[config.mk]
export PLATFORM = sky130hd
export DESIGN_NAME = lru_frame_replacer
export DESIGN_NICKNAME = d
export VERILOG_FILES = /design/src/rtl/lfr_pkg.sv /design/src/rtl/lfr_link_mem.sv /design/src/rtl/lru_frame_replacer.sv
export VERILOG_INCLUDE_DIRS = /design/src /design/src/rtl
export SDC_FILE = /design/constraint.sdc
export NUM_CORES = 1
export LEC_CHECK = 0
export BUFFER_PORTS_ARGS = -buffer_cell sky130_fd_sc_hd__buf_2
export CAP_MARGIN = 30
export CORE_AREA = 10 10 319 321
export CTS_BUF_LIST = sky130_fd_sc_hd__clkbuf_4
export CTS_CLUSTER_DIAMETER = 120
export CTS_CLUSTER_SIZE = 12
export DETAILED_ROUTE_END_ITERATION = 10
export DIE_AREA = 0 0 329 331
export SYNTH_ARGS = -nofsm -noshare
export SYNTH_HDL_FRONTEND = slang
export SYNTH_SLANG_ARGS = --single-unit
[constraint.sdc]
create_clock -name clk_i -period 6.5 [get_ports clk_i]
set_clock_uncertainty 0.1 [all_clocks]
set_input_delay 1.3 -clock clk_i [delete_from_list [all_inputs] [get_ports clk_i]]
set_output_delay 1.3 -clock clk_i [all_outputs]
set_load 0.05 [all_outputs]
[src/rtl/assert_macros.svh]
// Assertion macros used by the top level of the LRU frame replacer.
`ifndef ASSERT_MACROS_SVH
`define ASSERT_MACROS_SVH

// Property that must hold at every clock edge outside reset.
`define LFR_ASSERT(lbl, prop, msg) \
  lbl: assert property (@(posedge clk_i) disable iff (!rst_ni) (prop)) else $error(msg);

// Antecedent in one cycle implies consequent in the next.
`define LFR_ASSERT_NEXT(lbl, ante, cons, msg) \
  lbl: assert property (@(posedge clk_i) disable iff (!rst_ni) (ante) |=> (cons)) \
    else $error(msg);

`endif

[src/rtl/lfr_pkg.sv]
// Package with sizes, operation codes and link write type of the LRU frame replacer.
package lfr_pkg;

  localparam int FRAMES  = 64;
  localparam int FRAME_W = $clog2(FRAMES);
  localparam int PTR_W   = FRAME_W + 1;
  localparam int COUNT_W = $clog2(FRAMES + 1);

  localparam logic [PTR_W-1:0] NONE_PTR = PTR_W'(FRAMES);

  typedef enum logic [1:0] {
    OP_VICTIM = 2'd0,
    OP_PIN    = 2'd1,
    OP_UNPIN  = 2'd2
  } op_e;

  typedef struct packed {
    logic               en;
    logic [FRAME_W-1:0] addr;
    logic [PTR_W-1:0]   data;
  } link_wr_t;

endpackage

[src/rtl/lfr_link_mem.sv]
// Older and newer link memories with a bypass of the last write.
module lfr_link_mem (
  input  logic                           clk_i,
  input  logic                           rst_ni,
  input  logic [lfr_pkg::FRAME_W-1:0]    rd_older_addr_i,
  input  logic [lfr_pkg::FRAME_W-1:0]    rd_newer_addr_i,
  input  lfr_pkg::link_wr_t              wr_older_i,
  input  lfr_pkg::link_wr_t              wr_newer_i,
  output logic [lfr_pkg::PTR_W-1:0]      rd_older_o,
  output logic [lfr_pkg::PTR_W-1:0]      rd_newer_o
);
  import lfr_pkg::*;

  logic [PTR_W-1:0]   older_mem [FRAMES];
  logic [PTR_W-1:0]   newer_mem [FRAMES];
  logic [PTR_W-1:0]   older_rd_q, newer_rd_q;
  logic [FRAME_W-1:0] older_addr_q, newer_addr_q;
  link_wr_t           older_byp_q, newer_byp_q;

  always_ff @(posedge clk_i) begin
    if (wr_older_i.en) begin
      older_mem[wr_older_i.addr] <= wr_older_i.data;
    end
    if (wr_newer_i.en) begin
      newer_mem[wr_newer_i.addr] <= wr_newer_i.data;
    end
    older_rd_q   <= older_mem[rd_older_addr_i];
    newer_rd_q   <= newer_mem[rd_newer_addr_i];
    older_addr_q <= rd_older_addr_i;
    newer_addr_q <= rd_newer_addr_i;
  end

  // write landing on the same edge as the read
  always_ff @(posedge clk_i or negedge rst_ni) begin
    if (!rst_ni) begin
      older_byp_q <= '0;
      newer_byp_q <= '0;
    end else begin
      older_byp_q <= wr_older_i;
      newer_byp_q <= wr_newer_i;
    end
  end

  assign rd_older_o = (older_byp_q.en && older_byp_q.addr == older_addr_q) ?
                      older_byp_q.data : older_rd_q;
  assign rd_newer_o = (newer_byp_q.en && newer_byp_q.addr == newer_addr_q) ?
                      newer_byp_q.data : newer_rd_q;

endmodule

[src/rtl/lru_frame_replacer.sv]
// Top level of the LRU frame replacer: doubly linked list of evictable frames.
// Pipeline: a transaction accepted at an edge is registered in v_q, then in done_q, which
// strobes done_o with its result.
// Throughput: one transaction per cycle, busy_o stays low; link memory reads happen at
// the accept edge and the list update and result register load in the following cycle.
// Reset: the set is empty and no result is pending; link memories hold no reset value.
module lru_frame_replacer (
  input  logic                          clk_i,
  input  logic                          rst_ni,
  input  logic                          start_i,
  output logic                          busy_o,
  input  logic [1:0]                    op_i,
  input  logic [lfr_pkg::FRAME_W-1:0]   frame_i,
  output logic                          done_o,
  output logic                          found_o,
  output logic [lfr_pkg::FRAME_W-1:0]   victim_frame_o,
  output logic [lfr_pkg::COUNT_W-1:0]   evictable_count_o
);
  import lfr_pkg::*;
  `include "assert_macros.svh"

  logic               accept;
  logic               v_q;
  op_e                op_q;
  logic [FRAME_W-1:0] frame_q;

  logic [FRAMES-1:0]  in_set_q, in_set_d;
  logic [PTR_W-1:0]   newest_q, newest_d;
  logic [PTR_W-1:0]   oldest_q, oldest_d;
  logic [COUNT_W-1:0] count_q, count_d;

  logic               done_q;
  logic               found_q, found_d;
  logic [FRAME_W-1:0] victim_q, victim_d;
  logic [COUNT_W-1:0] count_out_q;

  logic [FRAME_W-1:0] rd_older_addr, rd_newer_addr;
  logic [PTR_W-1:0]   rd_older, rd_newer;
  link_wr_t           wr_older, wr_newer;

  logic               rm;
  logic [FRAME_W-1:0] rm_frame;
  logic [PTR_W-1:0]   lnk_o, lnk_n;

  assign busy_o = 1'b0;
  assign accept = start_i && !busy_o;

  assign rd_older_addr = frame_i;
  assign rd_newer_addr = (op_e'(op_i) == OP_VICTIM) ? oldest_d[FRAME_W-1:0] : frame_i;

  lfr_link_mem u_link_mem (
    .clk_i           (clk_i),
    .rst_ni          (rst_ni),
    .rd_older_addr_i (rd_older_addr),
    .rd_newer_addr_i (rd_newer_addr),
    .wr_older_i      (wr_older),
    .wr_newer_i      (wr_newer),
    .rd_older_o      (rd_older),
    .rd_newer_o      (rd_newer)
  );

  always_ff @(posedge clk_i or negedge rst_ni) begin
    if (!rst_ni) begin
      v_q <= 1'b0;
    end else begin
      v_q <= accept;
    end
  end

  always_ff @(posedge clk_i) begin
    if (accept) begin
      op_q    <= op_e'(op_i);
      frame_q <= frame_i;
    end
  end

  always_comb begin
    newest_d = newest_q;
    oldest_d = oldest_q;
    in_set_d = in_set_q;
    count_d  = count_q;
    wr_older = '0;
    wr_newer = '0;
    found_d  = 1'b0;
    victim_d = '0;
    rm       = 1'b0;
    rm_frame = '0;
    lnk_o    = NONE_PTR;
    lnk_n    = NONE_PTR;
    if (v_q) begin
      case (op_q)
        OP_VICTIM: begin
          if (oldest_q != NONE_PTR) begin
            rm       = 1'b1;
            rm_frame = oldest_q[FRAME_W-1:0];
            lnk_n    = (oldest_q == newest_q) ? NONE_PTR : rd_newer;
            found_d  = 1'b1;
            victim_d = oldest_q[FRAME_W-1:0];
          end
        end
        OP_PIN: begin
          if (in_set_q[frame_q]) begin
            rm       = 1'b1;
            rm_frame = frame_q;
            lnk_o    = (PTR_W'(frame_q) == oldest_q) ? NONE_PTR : rd_older;
            lnk_n    = (PTR_W'(frame_q) == newest_q) ? NONE_PTR : rd_newer;
          end
        end
        OP_UNPIN: begin
          if (!in_set_q[frame_q]) begin
            wr_older = '{en: 1'b1, addr: frame_q, data: newest_q};
            if (newest_q != NONE_PTR) begin
              wr_newer = '{en: 1'b1, addr: newest_q[FRAME_W-1:0], data: PTR_W'(frame_q)};
            end else begin
              oldest_d = PTR_W'(frame_q);
            end
            newest_d          = PTR_W'(frame_q);
            in_set_d[frame_q] = 1'b1;
            count_d           = count_q + COUNT_W'(1);
          end
        end
        default: ;
      endcase
    end
    if (rm) begin
      if (lnk_n != NONE_PTR) begin
        wr_older = '{en: 1'b1, addr: lnk_n[FRAME_W-1:0], data: lnk_o};
      end else begin
        newest_d = lnk_o;
      end
      if (lnk_o != NONE_PTR) begin
        wr_newer = '{en: 1'b1, addr: lnk_o[FRAME_W-1:0], data: lnk_n};
      end else begin
        oldest_d = lnk_n;
      end
      in_set_d[rm_frame] = 1'b0;
      count_d            = count_q - COUNT_W'(1);
    end
  end

  always_ff @(posedge clk_i or negedge rst_ni) begin
    if (!rst_ni) begin
      in_set_q <= '0;
      newest_q <= NONE_PTR;
      oldest_q <= NONE_PTR;
      count_q  <= '0;
      done_q   <= 1'b0;
    end else begin
      in_set_q <= in_set_d;
      newest_q <= newest_d;
      oldest_q <= oldest_d;
      count_q  <= count_d;
      done_q   <= v_q;
    end
  end

  always_ff @(posedge clk_i) begin
    if (v_q) begin
      found_q     <= found_d;
      victim_q    <= victim_d;
      count_out_q <= count_d;
    end
  end

  assign done_o            = done_q;
  assign found_o           = found_q;
  assign victim_frame_o    = victim_q;
  assign evictable_count_o = count_out_q;

  `LFR_ASSERT(a_count_matches_set, $countones(in_set_q) == 32'(count_q), "count differs from set")
  `LFR_ASSERT(a_ends_agree, (newest_q == NONE_PTR) == (oldest_q == NONE_PTR), "list ends disagree")
  `LFR_ASSERT(a_empty_has_no_ends, (count_q == '0) == (oldest_q == NONE_PTR), "empty list has ends")
  `LFR_ASSERT_NEXT(a_result_follows, v_q, done_o, "result strobe missing")
  `LFR_ASSERT(a_victim_removed, !(done_o && found_o) || !in_set_q[victim_q], "victim still in set")

endmodule
Word-level counts from Yosys, hierarchy flattened:

Memory sizes are Yosys's and may differ from the RTL's. A register that Yosys moved wholly into a read port is not among the register bits.
Cells that the tools add are included.

* flip-flop bits (word level): 149
* memories kept: 2
* bits of input ports: 11
* memory bits (writable): 896

* order comparisons: 4
* add/subtract/negate cells: 2
* bitwise logic cells: 3
* eq/ne operators: 11
* mux-type cells: 61
* reduce and logical (&&, ||, !) cells: 6

Memory list
* u_link_mem.newer_mem: depth 64, bits a word 7, read ports 1, clocked after memory_dff 1, wr ports 1, line lfr_link_mem.sv:15 `logic [PTR_W-1:0] newer_mem [FRAMES];`
* u_link_mem.older_mem: depth 64, bits a word 7, read ports 1, clocked after memory_dff 1, wr ports 1, line lfr_link_mem.sv:14 `logic [PTR_W-1:0] older_mem [FRAMES];`

Operators by type and width (number)
* $mux W64: 4
* $mux W7: 26
* $mux W14: 11
* $and A64 B64 Y64: 1
* $not A64 Y64: 1
* $or A64 B64 Y64: 1
* $ne A7 B7 Y1 const B: 4
* $mux W6: 4
* $eq A6 B7 Y1: 2
* $lt A6 B7 Y1 const B: 2
* $pmux W7 S2: 1
* $demux W1 S6: 2
* $eq A6 B6 Y1: 2
* $ge A6 B1 Y1 const B: 2
* $pmux W6 S2: 1
* $mux W1: 10
* $add A7 B1 Y7 const B: 1
* $eq A7 B7 Y1: 1
* $sub A7 B1 Y7 const B: 1
* $bmux W1 S6: 1
* $logic_and A1 B1 Y1: 4
* $logic_not A2 Y1: 2
* $eq A2 B1 Y1 const B: 1
* $eq A2 B2 Y1 const B: 1
* $pmux W1 S2: 1

Depth between registers and ports, before layout:

* word-level depth: 12
* gate-level depth with buffers: 21
* depth with buffers taken out: 14

Hierarchy:

From an unflattened synthesis, not the netlist that was laid out.

* cell total of the unflattened synthesis: 2353
* area, all modules: 42495.8 sq um

Modules (own cells, without submodules)
* lfr_link_mem: area an instance 36374.9 sq um, times used 1, sequential area each 28127.0 sq um, cells an instance 1721
* lru_frame_replacer: area an instance 6120.9 sq um, times used 1, sequential area each 2840.2 sq um, cells an instance 632

Worst setup path after synthesis:

OpenSTA, ideal clock, no wires.

* kind: reg2reg
* start: reg frame_q[5]
* end: mem u_link_mem.newer_mem[0][4] (netlist bit) (data pin)
* required time: 5.662 ns
* buffers on the path: 1
* data arrival time: 4.959 ns
* path slack: 0.703 ns
* cell stages (with the launch flop): 10
* clock period less this slack: 5.797 ns
* setup time: 0.738 ns
* path through: edfxtp_1 clkbuf_1 nor3_1 o41ai_1 nand3_1 o31a_4 nand3_1 inv_1 nand2_1 o32ai_1

RTL lines
* start, declared: line lru_frame_replacer.sv:25 `logic [FRAME_W-1:0] frame_q;`
* start signal, assigned: line lru_frame_replacer.sv:73 `frame_q <= frame_i;`
* end, declared: line lfr_link_mem.sv:15

==> results.md <==
* RePlAce Congestion at 0.905
* Outcome: completed
* Clk sinks at 1059
* Reg-to-Reg End: u_link_mem.older_mem[39][0]
* CTS tree: done
* Clk Latency, worst-skew pair at 1030 ps
* Leak at 15.3 nW
* Startpoint types: register
* Synthesized netlist cell count at 2720
* Fin crit share at 93.1%
* Total nets after synthesis at 2733
* Reg2reg setup slack at 450 ps
* GRT Residual Overflow at 0
* Commonest non-fill, non-tap cell in the layout: edfxtp_1
* Seq cells post-synth at 1059
* Remaining DRCs at 0
* Port Buffers at 25
* Final ANT Viol Nets at 0
* Number of synthesized flops with an enable pin at 918
* Hold-fix buffers, CTS at 0
* Finished layout cell area at 45800 µm²
* Switching share of power at 27.6%
* Pre-CTS setup slack at 589 ps
* Drt wl/cell at 26.0 µm
* Post-CTS Resized at 0
* CP Data Required Time at 6960 ps
* Row Count at 114
* Avg Synthesized Cell Area at 15.6 µm²
* Postcts setup bufs at 0
* Comb pwr share at 14.7%
* Dominant cell type by area after synthesis: edfxtp_1
* First-pass GRT wire length at 161 mm
* Largest net degree at the start of global routing at 93
* Slew headroom at 24.4%
* Starting Density at 44.4%
* WL final at 107 mm
* Core footprint at 95700 µm²
* R2r startpoint: frame_q[1]
* Root Driver: clkbuf_4
* Yosys Warn Count at 0
* Final Power at 12.9 mW
* Min cycle time layout at 6050 ps
* P_sw at 3.57 mW
* Fraction of layout cells with a size suffix above 1 at 17.0%
* MaxCap Viol Count at 0
* Vias in the first global route at 24556
* Gr usage total at 19.5%
* Post-route setup slack at 451 ps
* Top post-synthesis cells by area: edfxtp_1, mux4_2, dfrtp_1
* Io pins at 27
* Clk pwr share at 24.2%
* Post-synthesis cell area at 42500 µm²
* Die X at 329 µm
* Most frequent cells in the layout: edfxtp_1, nand2_1, nor2_1
* Max Buffers Root-to-Sink at 3
* Post-Place Cell Area at 44600 µm²
* Die Y-Extent at 331 µm
* Initial antenna violation count at 2
* Nets at 2814
* Peak Freq at 165 MHz
* Worst hold-check path type: in -> async
* P&R area growth vs syn at 7.80%
* Crit Path Class: reg -> reg
* Synth async-reset ratio at 10.9%
* RSZ-0062 raised after global routing: false
* Via density per instance at 5.99
* Finish-stage setup viols at 0
* Post-synthesis cell type count at 73
* P_int at 9.36 mW
* Seq/Total Area, Yosys at 72.9%
* CP endpoint kind: register
* Reg2reg path depth at 10
* Crit Path Max Fanout at 23
* Die Area at 109000 µm²
* Worst Tran Pin Value at 1130 ps
* Hold Vio Cnt, Final at 0
* Setup TNS at 0 ps
* First DRT Iteration DRCs at 2950
* Main synth FF type: edfxtp_1
* Post-DP HPWL at 68.1 mm
* Arrival time worst endpoint at 6510 ps
* Area share of the largest cell type after synthesis at 64.9%
* Fin. max-slew vios at 0
* CTS clk-pin slew, worst paths at 160 ps
* Pre-antenna DRT Iters at 5
* Final Core Density at 47.8%
* Peak supply drop at 0.000161 V
* Total number of vias at 24750
* Power Density at 282 nW/µm²
* Total clock buffers created by CTS at 98
* H-tree levels at 3
* Sequential power share at 61.1%
registers in the layout, indices dropped and copies added (netlist names), 14 cells and up:
name	flops
in_set_q	64
u_link_mem.older_byp_q	14
u_link_mem.newer_byp_q	14
u_link_mem.newer_mem	448
u_link_mem.older_mem	448
power groups by stage:
stage / sequential, mW / combinational [mW] / clock [mW]
after floorplan: 8.03 / 1.16 / 0
after global placement: 8.05 / 1.84 / 0
after detailed placement: 8.06 / 1.88 / 0
after CTS: 7.91 / 1.88 / 3.21
after global routing: 7.93 / 2.04 / 3.48
final: 7.91 / 1.90 / 3.12
worst max-delay path: stages, from the launching register on:
cell,delay (ps)
edfxtp_1,960
inv_1,360
a221oi_1,300
o32ai_1,160
a22o_1,330
nor3_1,420
and2_1,420
inv_1,230
o22ai_1,680
nand3_1,870
nor2_1,760
through the flow:
stage | hold slack (ps) | instances
after detailed placement | 360 | 3975
after floorplan | 340 | 2720
after CTS | 112 | 4129
after global routing | 200 | 4132
final | 198 | 4132
after global placement | 360 | 3972
routing by layer:
metal,up-vias,global-route usage (%),routed length (µm)
li1,10722,-,-
met1,12763,27.4,44900
met2,1080,31.5,51600
met3,185,3.15,8000
met4,0,5.49,2810
met5,-,0,0
Yosys cell counts, drive strengths merged, types with 5 or more instances:
master / count
a211oi: 20
a21o: 6
a21oi: 187
a221oi: 11
a22o: 8
a22oi: 11
a2bb2oi: 5
a311oi: 7
a31oi: 40
a32oi: 11
and2: 10
and3: 12
buf: 80
clkbuf: 68
dfrtp: 113
dfxtp: 26
edfxtp: 918
inv: 35
mux2: 10
mux2i: 63
mux4: 149
nand2: 328
nand2b: 11
nand3: 115
nand3b: 6
nand4: 32
nor2: 195
nor2b: 5
nor3: 32
nor4: 14
o21ai: 34
o221ai: 10
o22ai: 29
o31a: 7
o31ai: 6
o32ai: 7
or3: 5
xnor2: 19
xor2: 18
cell families after synthesis:
group           after synthesis  synth area share (%)
buf+inv                     183                  1.92
xor+xnor                     37                 0.763
simple gates                789                  8.31
compound gates              427                  6.38
mux                         222                  9.66
other cells                   1               0.00883
fa+ha+maj                     2                0.0589
flops                      1059                  72.9
worst max path at each step:
stage | from | to | slack [ps] | cells past startpoint
6_report | frame_q[1] | u_link_mem.older_mem[39][0] | 450 | 10
5_1_grt | frame_q[1] | u_link_mem.older_mem[39][0] | 220 | 10
4_1_cts | frame_q[2] | u_link_mem.older_mem[39][4] | 470 | 10
3_5_place_dp | frame_q[2] | u_link_mem.older_mem[39][4] | 590 | 10
3_3_place_gp | frame_q[2] | u_link_mem.older_mem[7][0] | 880 | 10
2_1_floorplan | frame_q[5] | u_link_mem.newer_mem[0][4] | 700 | 9
layout make-up:
cell class / count / area (µm²)
Fill cell: 8141 / 49900
Clock buffer: 148 / 1110
Clock inverter: 6 / 60.1
Antenna cell: 1 / 2.50
Sequential cell: 1059 / 31000
Inverter: 35 / 134
Tap cell: 1276 / 1600
Multi-Input combinational cell: 1478 / 10900
Timing Repair Buffer: 129 / 1060
Power figures use the tool's default switching activity.
